## src/rtl/ats_pkg.sv

```systemverilog
// Package for the amount-to-spoken-tokens block: widths, token kinds, status codes,
// slot layout of the token list and the helper functions of the conversion pipeline.
// Depends on nothing; used by amount_to_spoken_tokens_top.
`default_nettype none

package ats_pkg;

  localparam int unsigned AMT_W          = 40;
  localparam int unsigned RUP_W          = 34;
  localparam int unsigned BCD_DIGITS     = 13;
  localparam int unsigned BCD_W          = 4 * BCD_DIGITS;
  localparam int unsigned DD_STAGES      = 8;
  localparam int unsigned DD_STEPS       = AMT_W / DD_STAGES;
  localparam int unsigned NSLOT          = 18;
  localparam int unsigned SLOT_W         = $clog2(NSLOT);
  localparam int unsigned VAL_W          = 7;
  localparam int unsigned OUT_W          = 16;
  localparam int unsigned MAX_TOKENS_DEF = 32;

  localparam logic [RUP_W-1:0] MAX_RUPEES_RST = 34'd999999999;
  // (reset max_rupees + 1) * 100, the smallest amount in paise that is unsupported
  localparam logic [AMT_W:0]   THR_RST        = 41'd100000000000;
  // 100 crore rupees expressed in paise
  localparam logic [AMT_W-1:0] CRORE_LIMIT    = 40'd100000000000;
  localparam logic [AMT_W-1:0] ONE_RUPEE      = 40'd100;

  typedef enum logic [2:0] {
    KIND_NUMBER   = 3'd0,
    KIND_HUNDRED  = 3'd1,
    KIND_THOUSAND = 3'd2,
    KIND_LAKH     = 3'd3,
    KIND_CRORE    = 3'd4,
    KIND_RUPEES   = 3'd5,
    KIND_PAISE    = 3'd6,
    KIND_ONLY     = 3'd7
  } kind_t;

  typedef enum logic [1:0] {
    ST_OK          = 2'd0,
    ST_UNSUPPORTED = 2'd1,
    ST_INVALID     = 2'd2,
    ST_NOMEM       = 2'd3
  } status_t;

  // Slot positions of the token list, in speaking order.
  localparam int unsigned SL_CR_A   = 0;
  localparam int unsigned SL_CR_B   = 1;
  localparam int unsigned SL_CRORE  = 2;
  localparam int unsigned SL_LK_A   = 3;
  localparam int unsigned SL_LK_B   = 4;
  localparam int unsigned SL_LAKH   = 5;
  localparam int unsigned SL_TH_A   = 6;
  localparam int unsigned SL_TH_B   = 7;
  localparam int unsigned SL_THOU   = 8;
  localparam int unsigned SL_HU_DIG = 9;
  localparam int unsigned SL_HUND   = 10;
  localparam int unsigned SL_HU_A   = 11;
  localparam int unsigned SL_HU_B   = 12;
  localparam int unsigned SL_RUPEES = 13;
  localparam int unsigned SL_PA_A   = 14;
  localparam int unsigned SL_PA_B   = 15;
  localparam int unsigned SL_PAISE  = 16;
  localparam int unsigned SL_ONLY   = 17;

  typedef struct packed {
    status_t                err;
    logic                   zero;
    logic [BCD_W-1:0]       bcd;
    logic [AMT_W-1:0]       bin;
  } conv_t;

  typedef struct packed {
    logic             a_on;
    logic [VAL_W-1:0] a_val;
    logic             b_on;
    logic [3:0]       b_val;
  } grp_t;

  // A few steps of the shift-and-add-3 binary to BCD conversion.
  function automatic conv_t dd_stage(conv_t c);
    conv_t r;
    r = c;
    for (int s = 0; s < DD_STEPS; s++) begin
      for (int d = 0; d < BCD_DIGITS; d++) begin
        if (r.bcd[4*d +: 4] >= 4'd5) begin
          r.bcd[4*d +: 4] = r.bcd[4*d +: 4] + 4'd3;
        end
      end
      {r.bcd, r.bin} = {r.bcd[BCD_W-2:0], r.bin, 1'b0};
    end
    return r;
  endfunction

  // Tokens for a two-digit value: 0..20 is one number, above that tens then ones.
  function automatic grp_t speak_pair(logic [3:0] t, logic [3:0] o);
    grp_t             g;
    logic             le20;
    logic [VAL_W-1:0] tens;
    tens    = VAL_W'(t) * VAL_W'(10);
    le20    = (t < 4'd2) || ((t == 4'd2) && (o == 4'd0));
    g.a_on  = (t != 4'd0) || (o != 4'd0);
    g.a_val = le20 ? (tens + VAL_W'(o)) : tens;
    g.b_on  = !le20 && (o != 4'd0);
    g.b_val = o;
    return g;
  endfunction

endpackage

`default_nettype wire

```

## src/rtl/amount_to_spoken_tokens_top.sv

```systemverilog
// Top level of the amount-to-spoken-tokens block: BCD conversion pipeline, token list
// builder, token serialiser and output register. Depends on ats_pkg.
`default_nettype none

// Usage
// The block turns an amount in paise into the words for speaking it in the Indian
// numbering system. An amount enters as one item on the in_ stream; the out_ stream
// then carries its tokens one item each, in speaking order, with tlast on the final
// one. An amount that cannot be spoken ends with a status-only item (token_valid 0).
// The user writes max_rupees through cfg_we/cfg_wdata only while the block is idle;
// the block does not enforce this. On its way to the first token an amount passes
// the input register, eight conversion stages, the list builder, the serialiser and
// the output register. The serialiser gives one result per cycle while the receiver
// is ready, and an amount that speaks as n results (1 to 18) keeps it busy until the
// last is given; later amounts keep moving up the pipeline and are accepted every
// cycle until it fills.
// Reset: rst_n (synchronous, active low) empties every stage and sets max_rupees to
// 999999999. When the receiver holds out_tready low the output item stays put, the
// serialiser waits, and back-pressure climbs stage by stage up to in_tready; nothing
// is dropped or repeated.

module amount_to_spoken_tokens_top #(
  parameter int unsigned MAX_TOKENS = ats_pkg::MAX_TOKENS_DEF
) (
  input  logic                         clk,
  input  logic                         rst_n,
  input  logic                         cfg_we,
  input  logic [ats_pkg::RUP_W-1:0]    cfg_wdata,   // max_rupees
  input  logic                         in_tvalid,
  output logic                         in_tready,
  input  logic [ats_pkg::AMT_W-1:0]    in_tdata,    // [39:0] amount in paise
  output logic                         out_tvalid,
  input  logic                         out_tready,
  // [0] token_valid, [3:1] token_kind, [10:4] token_value, [12:11] status, [15:13] zero
  output logic [ats_pkg::OUT_W-1:0]    out_tdata,
  output logic                         out_tlast
);
  import ats_pkg::*;

  localparam int unsigned CNT_W = $clog2(MAX_TOKENS + 1);

  // Configuration. The threshold is the smallest unsupported amount in paise,
  // (max_rupees + 1) * 100, worked out from the written value at the write edge so
  // that the input compare is a plain one and holds for the very next amount.
  logic [AMT_W:0]   thr_r;
  logic [AMT_W:0]   thr_nxt;

  assign thr_nxt = (AMT_W+1)'({cfg_wdata, 6'b0}) + (AMT_W+1)'({cfg_wdata, 5'b0})
                 + (AMT_W+1)'({cfg_wdata, 2'b0}) + (AMT_W+1)'(100);

  always_ff @(posedge clk) begin
    if (!rst_n) begin
      thr_r <= THR_RST;
    end else if (cfg_we) begin
      thr_r <= thr_nxt;
    end
  end

  // Input classification. An amount below one rupee speaks "zero" and is never
  // rejected; otherwise the limit check comes before the crore range check.
  conv_t conv_in;
  logic  in_zero;
  logic  in_unsup;
  logic  in_inval;

  always_comb begin
    in_zero   = in_tdata < ONE_RUPEE;
    in_unsup  = !in_zero && ({1'b0, in_tdata} >= thr_r);
    in_inval  = !in_zero && (in_tdata >= CRORE_LIMIT);
    conv_in.zero = in_zero;
    conv_in.bcd  = '0;
    conv_in.bin  = in_tdata;
    if (in_unsup) begin
      conv_in.err = ST_UNSUPPORTED;
    end else if (in_inval) begin
      conv_in.err = ST_INVALID;
    end else begin
      conv_in.err = ST_OK;
    end
  end

  // Conversion pipeline: stage 0 is the input register, stages 1..DD_STAGES each
  // run DD_STEPS steps of the binary to BCD conversion. Each stage may be loaded
  // when it is empty or when the stage after it is loading too.
  logic [DD_STAGES:0]   vld_r;
  conv_t                conv_r [DD_STAGES+1];
  logic [DD_STAGES+1:0] rdy;
  logic                 desc_vld_r;
  logic                 ser_load;

  always_comb begin
    rdy[DD_STAGES+1] = !desc_vld_r || ser_load;
    for (int k = DD_STAGES; k >= 0; k--) begin
      rdy[k] = !vld_r[k] || rdy[k+1];
    end
  end

  assign in_tready = rdy[0];

  always_ff @(posedge clk) begin
    if (!rst_n) begin
      vld_r <= '0;
    end else begin
      if (rdy[0]) begin
        vld_r[0] <= in_tvalid;
      end
      for (int k = 1; k <= DD_STAGES; k++) begin
        if (rdy[k]) begin
          vld_r[k] <= vld_r[k-1];
        end
      end
    end
  end

  always_ff @(posedge clk) begin
    if (rdy[0]) begin
      conv_r[0] <= conv_in;
    end
    for (int k = 1; k <= DD_STAGES; k++) begin
      if (rdy[k]) begin
        conv_r[k] <= dd_stage(conv_r[k-1]);
      end
    end
  end

  // Token list builder. Every possible token has a fixed slot; the mask says which
  // slots this amount speaks. Digit 0 is the units of paise, digit 2 units of rupees.
  logic [3:0]       dig [BCD_DIGITS];
  grp_t             g_cr, g_lk, g_th, g_hu, g_pa;
  kind_t            desc_kind_nxt [NSLOT];
  logic [VAL_W-1:0] desc_val_nxt  [NSLOT];
  logic [NSLOT-1:0] desc_mask_nxt;
  kind_t            desc_kind_r   [NSLOT];
  logic [VAL_W-1:0] desc_val_r    [NSLOT];
  logic [NSLOT-1:0] desc_mask_r;
  status_t          desc_err_r;

  always_comb begin
    for (int i = 0; i < BCD_DIGITS; i++) begin
      dig[i] = conv_r[DD_STAGES].bcd[4*i +: 4];
    end
    g_cr = speak_pair(dig[10], dig[9]);
    g_lk = speak_pair(dig[8], dig[7]);
    g_th = speak_pair(dig[6], dig[5]);
    g_hu = speak_pair(dig[3], dig[2]);
    g_pa = speak_pair(dig[1], dig[0]);

    for (int i = 0; i < NSLOT; i++) begin
      desc_kind_nxt[i] = KIND_NUMBER;
      desc_val_nxt[i]  = '0;
    end

    desc_val_nxt[SL_CR_A]   = g_cr.a_val;
    desc_val_nxt[SL_CR_B]   = VAL_W'(g_cr.b_val);
    desc_kind_nxt[SL_CRORE] = KIND_CRORE;
    desc_val_nxt[SL_LK_A]   = g_lk.a_val;
    desc_val_nxt[SL_LK_B]   = VAL_W'(g_lk.b_val);
    desc_kind_nxt[SL_LAKH]  = KIND_LAKH;
    desc_val_nxt[SL_TH_A]   = g_th.a_val;
    desc_val_nxt[SL_TH_B]   = VAL_W'(g_th.b_val);
    desc_kind_nxt[SL_THOU]  = KIND_THOUSAND;
    desc_val_nxt[SL_HU_DIG] = VAL_W'(dig[4]);
    desc_kind_nxt[SL_HUND]  = KIND_HUNDRED;
    desc_val_nxt[SL_HU_A]   = g_hu.a_val;
    desc_val_nxt[SL_HU_B]   = VAL_W'(g_hu.b_val);
    desc_kind_nxt[SL_RUPEES] = KIND_RUPEES;
    desc_val_nxt[SL_PA_A]   = g_pa.a_val;
    desc_val_nxt[SL_PA_B]   = VAL_W'(g_pa.b_val);
    desc_kind_nxt[SL_PAISE] = KIND_PAISE;
    desc_kind_nxt[SL_ONLY]  = KIND_ONLY;

    desc_mask_nxt            = '0;
    desc_mask_nxt[SL_CR_A]   = g_cr.a_on;
    desc_mask_nxt[SL_CR_B]   = g_cr.b_on;
    desc_mask_nxt[SL_CRORE]  = g_cr.a_on;
    desc_mask_nxt[SL_LK_A]   = g_lk.a_on;
    desc_mask_nxt[SL_LK_B]   = g_lk.b_on;
    desc_mask_nxt[SL_LAKH]   = g_lk.a_on;
    desc_mask_nxt[SL_TH_A]   = g_th.a_on;
    desc_mask_nxt[SL_TH_B]   = g_th.b_on;
    desc_mask_nxt[SL_THOU]   = g_th.a_on;
    desc_mask_nxt[SL_HU_DIG] = dig[4] != 4'd0;
    desc_mask_nxt[SL_HUND]   = dig[4] != 4'd0;
    // Zero rupees speaks a single number 0 in the units slot.
    desc_mask_nxt[SL_HU_A]   = g_hu.a_on || conv_r[DD_STAGES].zero;
    desc_mask_nxt[SL_HU_B]   = g_hu.b_on;
    desc_mask_nxt[SL_RUPEES] = 1'b1;
    desc_mask_nxt[SL_PA_A]   = g_pa.a_on;
    desc_mask_nxt[SL_PA_B]   = g_pa.b_on;
    desc_mask_nxt[SL_PAISE]  = g_pa.a_on;
    desc_mask_nxt[SL_ONLY]   = 1'b1;
  end

  always_ff @(posedge clk) begin
    if (!rst_n) begin
      desc_vld_r <= 1'b0;
    end else if (rdy[DD_STAGES+1]) begin
      desc_vld_r <= vld_r[DD_STAGES];
    end
  end

  always_ff @(posedge clk) begin
    if (rdy[DD_STAGES+1]) begin
      desc_kind_r <= desc_kind_nxt;
      desc_val_r  <= desc_val_nxt;
      desc_mask_r <= desc_mask_nxt;
      desc_err_r  <= conv_r[DD_STAGES].err;
    end
  end

  // Serialiser: walks the mask from the lowest slot, one result per cycle while the
  // output register can take it. A run already in error gives only the status item;
  // a token beyond MAX_TOKENS is replaced by the capacity status item, which ends the run.
  logic             busy_r;
  status_t          ser_err_r;
  logic [NSLOT-1:0] mask_r;
  kind_t            kind_r [NSLOT];
  logic [VAL_W-1:0] val_r  [NSLOT];
  logic [CNT_W-1:0] cnt_r;

  logic [SLOT_W-1:0] pick;
  logic [NSLOT-1:0]  rest;
  logic              cap_hit;
  logic              emit;
  logic              done;
  logic              item_tok;
  kind_t             item_kind;
  logic [VAL_W-1:0]  item_val;
  status_t           item_st;
  logic              out_vld_r;
  logic [OUT_W-1:0]  out_data_r;
  logic              out_last_r;

  always_comb begin
    pick = '0;
    for (int i = NSLOT - 1; i >= 0; i--) begin
      if (mask_r[i]) begin
        pick = SLOT_W'(i);
      end
    end
    rest    = mask_r & ~(NSLOT'(1) << pick);
    cap_hit = cnt_r == CNT_W'(MAX_TOKENS);

    item_tok  = 1'b0;
    item_kind = KIND_NUMBER;
    item_val  = '0;
    item_st   = ST_OK;
    done      = 1'b1;
    if (ser_err_r != ST_OK) begin
      item_st = ser_err_r;
    end else if (cap_hit) begin
      item_st = ST_NOMEM;
    end else begin
      item_tok  = 1'b1;
      item_kind = kind_r[pick];
      item_val  = val_r[pick];
      done      = rest == '0;
    end
  end

  assign emit     = busy_r && (!out_vld_r || out_tready);
  assign ser_load = desc_vld_r && (!busy_r || (emit && done));

  always_ff @(posedge clk) begin
    if (!rst_n) begin
      busy_r <= 1'b0;
      cnt_r  <= '0;
    end else if (ser_load) begin
      busy_r <= 1'b1;
      cnt_r  <= '0;
    end else if (emit) begin
      busy_r <= !done;
      if (item_tok) begin
        cnt_r <= cnt_r + CNT_W'(1);
      end
    end
  end

  always_ff @(posedge clk) begin
    if (ser_load) begin
      ser_err_r <= desc_err_r;
      mask_r    <= desc_mask_r;
      kind_r    <= desc_kind_r;
      val_r     <= desc_val_r;
    end else if (emit && item_tok) begin
      mask_r <= rest;
    end
  end

  // Output register.
  always_ff @(posedge clk) begin
    if (!rst_n) begin
      out_vld_r <= 1'b0;
    end else if (emit) begin
      out_vld_r <= 1'b1;
    end else if (out_tready) begin
      out_vld_r <= 1'b0;
    end
  end

  always_ff @(posedge clk) begin
    if (emit) begin
      out_data_r <= {(OUT_W-13)'(0), item_st, item_val, item_kind, item_tok};
      out_last_r <= done;
    end
  end

  assign out_tvalid = out_vld_r;
  assign out_tdata  = out_data_r;
  assign out_tlast  = out_last_r;

  // A status-only item always closes its run.
  assert property (@(posedge clk) disable iff (!rst_n)
    (out_vld_r && !out_data_r[0]) |-> out_last_r)
    else $error("status item without tlast");

  // A status-only item never reports success.
  assert property (@(posedge clk) disable iff (!rst_n)
    (out_vld_r && !out_data_r[0]) |-> (out_data_r[12:11] != ST_OK))
    else $error("status item with ok status");

  // Among tokens, exactly the ONLY token ends the run.
  assert property (@(posedge clk) disable iff (!rst_n)
    (out_vld_r && out_data_r[0]) |-> (out_last_r == (out_data_r[3:1] == KIND_ONLY)))
    else $error("tlast does not match the ONLY token");

  // A run without a pending error always has a token left to give.
  assert property (@(posedge clk) disable iff (!rst_n)
    (busy_r && (ser_err_r == ST_OK)) |-> (mask_r != '0))
    else $error("serialiser busy with an empty token list");

  // The token count never passes the capacity.
  assert property (@(posedge clk) disable iff (!rst_n)
    busy_r |-> (cnt_r <= CNT_W'(MAX_TOKENS)))
    else $error("token count beyond capacity");

endmodule

`default_nettype wire

```

## config.mk

```make
export PLATFORM = sky130hd
export DESIGN_NAME = amount_to_spoken_tokens_top
export DESIGN_NICKNAME = d
export VERILOG_FILES = /design/src/rtl/ats_pkg.sv /design/src/rtl/amount_to_spoken_tokens_top.sv
export SDC_FILE = /design/constraint.sdc
export NUM_CORES = 2
export LEC_CHECK = 0
export CAP_MARGIN = 15
export CORE_MARGIN = 5
export CORE_UTILIZATION = 40
export DETAILED_ROUTE_END_ITERATION = 8
export DONT_BUFFER_PORTS = 1
export HOLD_SLACK_MARGIN = 0.03
export PLACE_DENSITY = 0.54
export SLEW_MARGIN = 5
export SYNTH_ARGS = -nofsm -noshare
export SYNTH_HDL_FRONTEND = slang
export SYNTH_SLANG_ARGS = --single-unit
```

## constraint.sdc

```tcl
create_clock -name clk -period 12.9 [get_ports clk]
set_input_delay 1.29 -clock clk [delete_from_list [all_inputs] [get_ports clk]]
set_output_delay 1.29 -clock clk [all_outputs]
set_load 0.05 [all_outputs]
```

**After elaboration in Yosys (flattened, before gate mapping)**

Memories as Yosys holds them, arrays and structs flattened. A register that Yosys moved wholly into a read port is not among the register bits.
Index checks and enable logic that the tools add are counted.

- $add $sub $neg: 529
- Multipliers: 5
- Order comparisons: 529
- Eq/ne operators: 6
- Shift operators: 1
- Multiplexer cells: 1100
- Bitwise operators: 4
- Reduce and logical (&&, ||, !) cells: 82

Operator list:

| operator | number |
|---|---|
| 4-bit 2-to-1 mux | 960 |
| 4-bit by 3-bit >= comparator with 1-bit output (second input constant) | 520 |
| 4-bit by 2-bit adder with 4-bit output (second input constant) | 480 |
| 3-bit 2-to-1 mux | 82 |
| 3-bit by 2-bit adder with 3-bit output (second input constant) | 40 |
| 5-bit 2-to-1 mux | 18 |
| 7-bit 2-to-1 mux | 7 |
| 4-bit nonzero test | 11 |
| 40-bit by 39-bit adder with 41-bit output | 1 |
| 41-bit by 36-bit adder with 41-bit output | 1 |
| 41-bit by 7-bit adder with 41-bit output (second input constant) | 1 |
| 40-bit by 41-bit >= comparator with 1-bit output | 1 |
| 40-bit by 37-bit >= comparator with 1-bit output (second input constant) | 1 |
| 40-bit by 7-bit < comparator with 1-bit output (second input constant) | 1 |
| 7-bit by 4-bit adder with 7-bit output | 5 |
| 7-bit binary-select mux with 5-bit select | 1 |
| 4-bit by 3-bit multiplier with 6-bit output (second input constant) | 5 |
| 1-bit 2-to-1 mux | 26 |
| 1-bit logical OR | 23 |
| 4-bit by 2-bit == test with 1-bit output (second input constant) | 5 |
| 4-bit logical NOT | 5 |
| 4-bit by 2-bit < comparator with 1-bit output (second input constant) | 5 |
| 1-bit logical NOT | 19 |
| 18-bit AND | 1 |
| other kinds (15) | 37 |

- Register bits: 229
- Memory bits (writable): 855
- Memory bits (read-only): 96
- Bits of input ports: 79
- Output and inout port bits: 19
- Logic and storage cells: 2307
- Memories: 2

Memory list:

| name | words | width | read ports | clocked after Yosys merged registers in | wr ports | line | source |
|---|---|---|---|---|---|---|---|
| conv_r | 9 | 95 | 9 | 0 | 9 | amount_to_spoken_tokens_top.sv:86 | `conv_t conv_r [DD_STAGES+1];` |
| (no name shown) | 32 | 3 | 1 | 1 | 0 | amount_to_spoken_tokens_top.sv:255 | `item_kind = kind_r[pick];` |

**Logic depth before layout (Yosys ltp)**

- Word-level depth: 49
- Depth in mapped cells: 28
- Gate-level depth less buffers: 28

**Worst setup path before layout**

No wires, ideal clock.

- Kind: register to register
- From: memory conv_r[0][618] (netlist name)
- To: memory conv_r[0][719] (netlist name) (data pin)
- Library setup time: 0.260 ns
- Data arrival time: 5.345 ns
- Required time: 12.640 ns
- Path slack: 7.296 ns
- Stages on the path, launching flop included: 26
- Path buffers: 0
- Period minus slack after synthesis: 5.604 ns
- Path through: edfxtp_1 ha_1 nand2b_1 a21oi_1 xnor2_1 inv_1 ha_1 nor2b_1 o31ai_1 xnor2_1 ha_1 nand2b_1 nand2_1 o21ai_0 a222oi_1 xnor2_1 inv_1 ha_1 nor2b_1 or3_1 o211ai_1 inv_1 ha_1 nor2b_1 o21ai_0 mux2_2

RTL lines:

| what | line |
|---|---|
| from (decl) | amount_to_spoken_tokens_top.sv:86 |

==> results.yml <==
placement:
  hpwl_um: 83600
  place_area_mm2: 0.0556
  port-buffer-count: 0
  place.gp.congestion: 0.842
synthesis:
  synth-seq-area-share_pct: 35.7
  synth_top_cells_by_count: "ha_1, edfxtp_1, inv_1"
  yosysUniqueCellTypes: 93
  syn_area_per_cell_um2: 10.0
  synth_edf_count: 596
  synth.area.top_cells: "edfxtp_1, ha_1, mux2i_1"
  ys_seq_elements: 653
  synthCells: 5321
  ys_warn_count: 0
  synth_area_mm2: 0.0534
  yosysTopAreaCell: "edfxtp_1"
  synth_ff_type: "edfxtp_1"
  synth_top_area_share_pct: 33.5
  synth_most_common_cell: "ha_1"
  synthArstFlopShare_pct: 0
cells_and_area:
  final_area_mm2: 0.0582
  fin_util_pct: 43.8
  syn_to_final_growth_pct: 9.13
  nNetsFinal: 6148
  fill_cells: 12600
  drive_gt1_share_pct: 7.50
sta:
  finalWorstPathRequiredPeriod_ns: 6.19
  tightest_slew_ns: 0.970
  hold_slack_ns: 0.393
  setup-violations-final: 0
  tns_ns: 0
  max_freq_mhz: 162
  finClkSkew_ns: 0.0279
  slew_headroom_pct: 35.3
  hold_violations: 0
  rsz0062_at_grt: "no"
  slew_viol_final: 0
  finalCritPeriodShare_pct: 48.0
global_routing:
  grt_pass1_wl_um: 178000
  grt_max_degree: 73
  grt_pass1_vias: 36300
  grt_use_total_pct: 14.9
  antenna_found_initial: 3
  gr-total-overflow: 0
detailed_routing:
  viasPerCell: 5.17
  drtAntennaViolNets: 0
  wire_per_inst_um: 14.8
  drtIter0Drc: 1596
  drtPass1Iterations: 5
  vias: 37400
  wirelength_um: 107000
  drc: 0
cts:
  holdBufCountCts: 0
  cts_buffers: 77
  clockRootBuffer: "clkbuf_16"
  clk_latency_ns: 0.66
  cts_resized: 0
  htree_levels: 3
  cts.clk_slew.worst_paths_ns: 0.06
  cts_tree: "built"
  clockBufferDepth: 3
  cts.sink_count: 653
  cts_setup_buffers: 0
floorplanning:
  dieHeight_um: 375
  initial_utilization_pct: 40.1
  fp.coreArea_mm2: 0.133
  row_count: 134
  die_width_um: 375
  dieArea_mm2: 0.141
  ios: 98
worst_setup_path:
  endpoint_kind: "register"
  reg2reg_from: "conv_r[0][618]"
  required_ns: 13.32
  worstRegToRegCells: 25
  cp_max_fo: 6
  cp-start-kind: "register"
  critPathKind: "reg2reg"
  r2r-end: "conv_r[0][719]"
  worstPathArrival_ns: 6.61
  r2r_slack_ns: 6.71
worst_hold_path:
  hold_start: "conv_r[0][401]"
  holdCritPathClass: "reg2reg"
  hold_end: "conv_r[0][501]"
  whs_path_depth: 0
status:
  status: "completed"
job:
  drv_cap: 0
[cell type report]
class	instances	area (um2)	share of cell area, %
Multi-Input combinational cell	4048	32000	54.9
Sequential cell	653	19000	32.7
Inverter	593	2230	3.82
Tap cell	1768	2210	3.80
Clock buffer	85	1970	3.38
Clock inverter	56	661	1.13
Timing Repair Buffer	17	128	0.219
Antenna cell	4	10.0	0.0172
[worst max-delay path, cell delays in order (launching register included)]
cell      delay, ns
edfxtp_1       0.45
ha_1           0.24
nand2b_1       0.15
a21oi_1        0.18
xnor2_1        0.20
inv_1          0.15
ha_1           0.29
nor2b_1        0.17
o31ai_1        0.44
xnor2_1        0.24
ha_1           0.23
nand2b_1       0.17
nand2_1        0.07
o21ai_0        0.07
a222oi_1       0.49
xnor2_1        0.24
inv_1          0.11
ha_1           0.22
nor2b_1        0.14
or3_1          0.34
o211ai_1       0.26
inv_1          0.12
ha_1           0.22
nor2b_1        0.14
o21ai_0        0.27
mux2_2         0.37
[per-layer routing]
| layer | routed length [um] | vias up | track usage (%) |
|---|---|---|---|
| li1 | - | 19400 | - |
| met2 | 50000 | 418 | 25.6 |
| met3 | 4210 | 165 | 2.93 |
| met4 | 2560 | 0 | 3.88 |
| met1 | 49900 | 17300 | 19.2 |
| met5 | 0 | - | 0 |
[flip-flops by register name (all words and copies together), names as in the netlist, 2 cells and up]
register / count
conv_r: 431
vld_r: 9
out_tdata: 13
ser_err_r: 2
val_r: 59
thr_r: 39
desc_mask_r: 11
desc_val_r: 59
mask_r: 18
cnt_r: 6
desc_err_r: 2
[per-stage QoR]
stage | setup slack, ns | std cells
3_5_place_dp | 6.71 | 7079
4_1_cts | 6.68 | 7220
6_report | 6.71 | 7224
2_1_floorplan | 7.30 | 5323
3_3_place_gp | 6.90 | 7079
5_1_grt | 6.05 | 7222
[cells in the final DEF, fill, tap and decap left out, types with 18 or more instances in the layout]
cell type  count
ha_1         639
edfxtp_1     596
inv_1        590
nor2_1       324
mux2i_1      322
a21oi_1      314
xnor2_1      260
nand2_1      239
o21ai_0      238
nand2b_1     216
mux2_2       191
nor2b_1      156
nor3_1        92
o21a_1        89
a21o_1        88
clkbuf_16     77
a211oi_1      73
nor3b_1       62
dfxtp_1       57
o211ai_1      53
nand3_1       42
a21boi_0      41
fa_1          40
xor2_1        37
and3_1        35
a31oi_1       31
and2_1        29
a211o_1       26
o2111ai_1     23
nor4_1        20
o21bai_1      20
a21bo_2       19
o22ai_1       18
nand4_1       18
clkinv_2      18
[logic make-up (layout without fill, tap and decap cells)]
| family | after synthesis | count (layout) | synth area share (%) |
|---|---|---|---|
| muxes | 520 | 520 | 10.3 |
| xor gates and xnor gates | 297 | 297 | 4.87 |
| adders and majority gates | 679 | 679 | 16.5 |
| DFF | 653 | 653 | 35.7 |
| and+or+nand+nor | 1313 | 1313 | 12.8 |
| buffers and inverters | 622 | 751 | 4.44 |
| AOI/OAI and AO/OA | 1236 | 1236 | 15.5 |
| other | 1 | 7 | 0.00703 |
[worst max-delay path by stage]
stage                        start              to  slack, ns
finish              conv_r[0][618]  conv_r[0][719]       6.71
global route        conv_r[0][341]  conv_r[0][438]       6.05
CTS                 conv_r[0][341]  conv_r[0][438]       6.68
detailed placement  conv_r[0][341]  conv_r[0][438]       6.71
global placement    conv_r[0][618]  conv_r[0][719]       6.90
floorplan           conv_r[0][618]  conv_r[0][719]       7.30
Power is not shown: default switching activity piles up to over one toggle a cycle in this logic, so the estimate is an artifact.
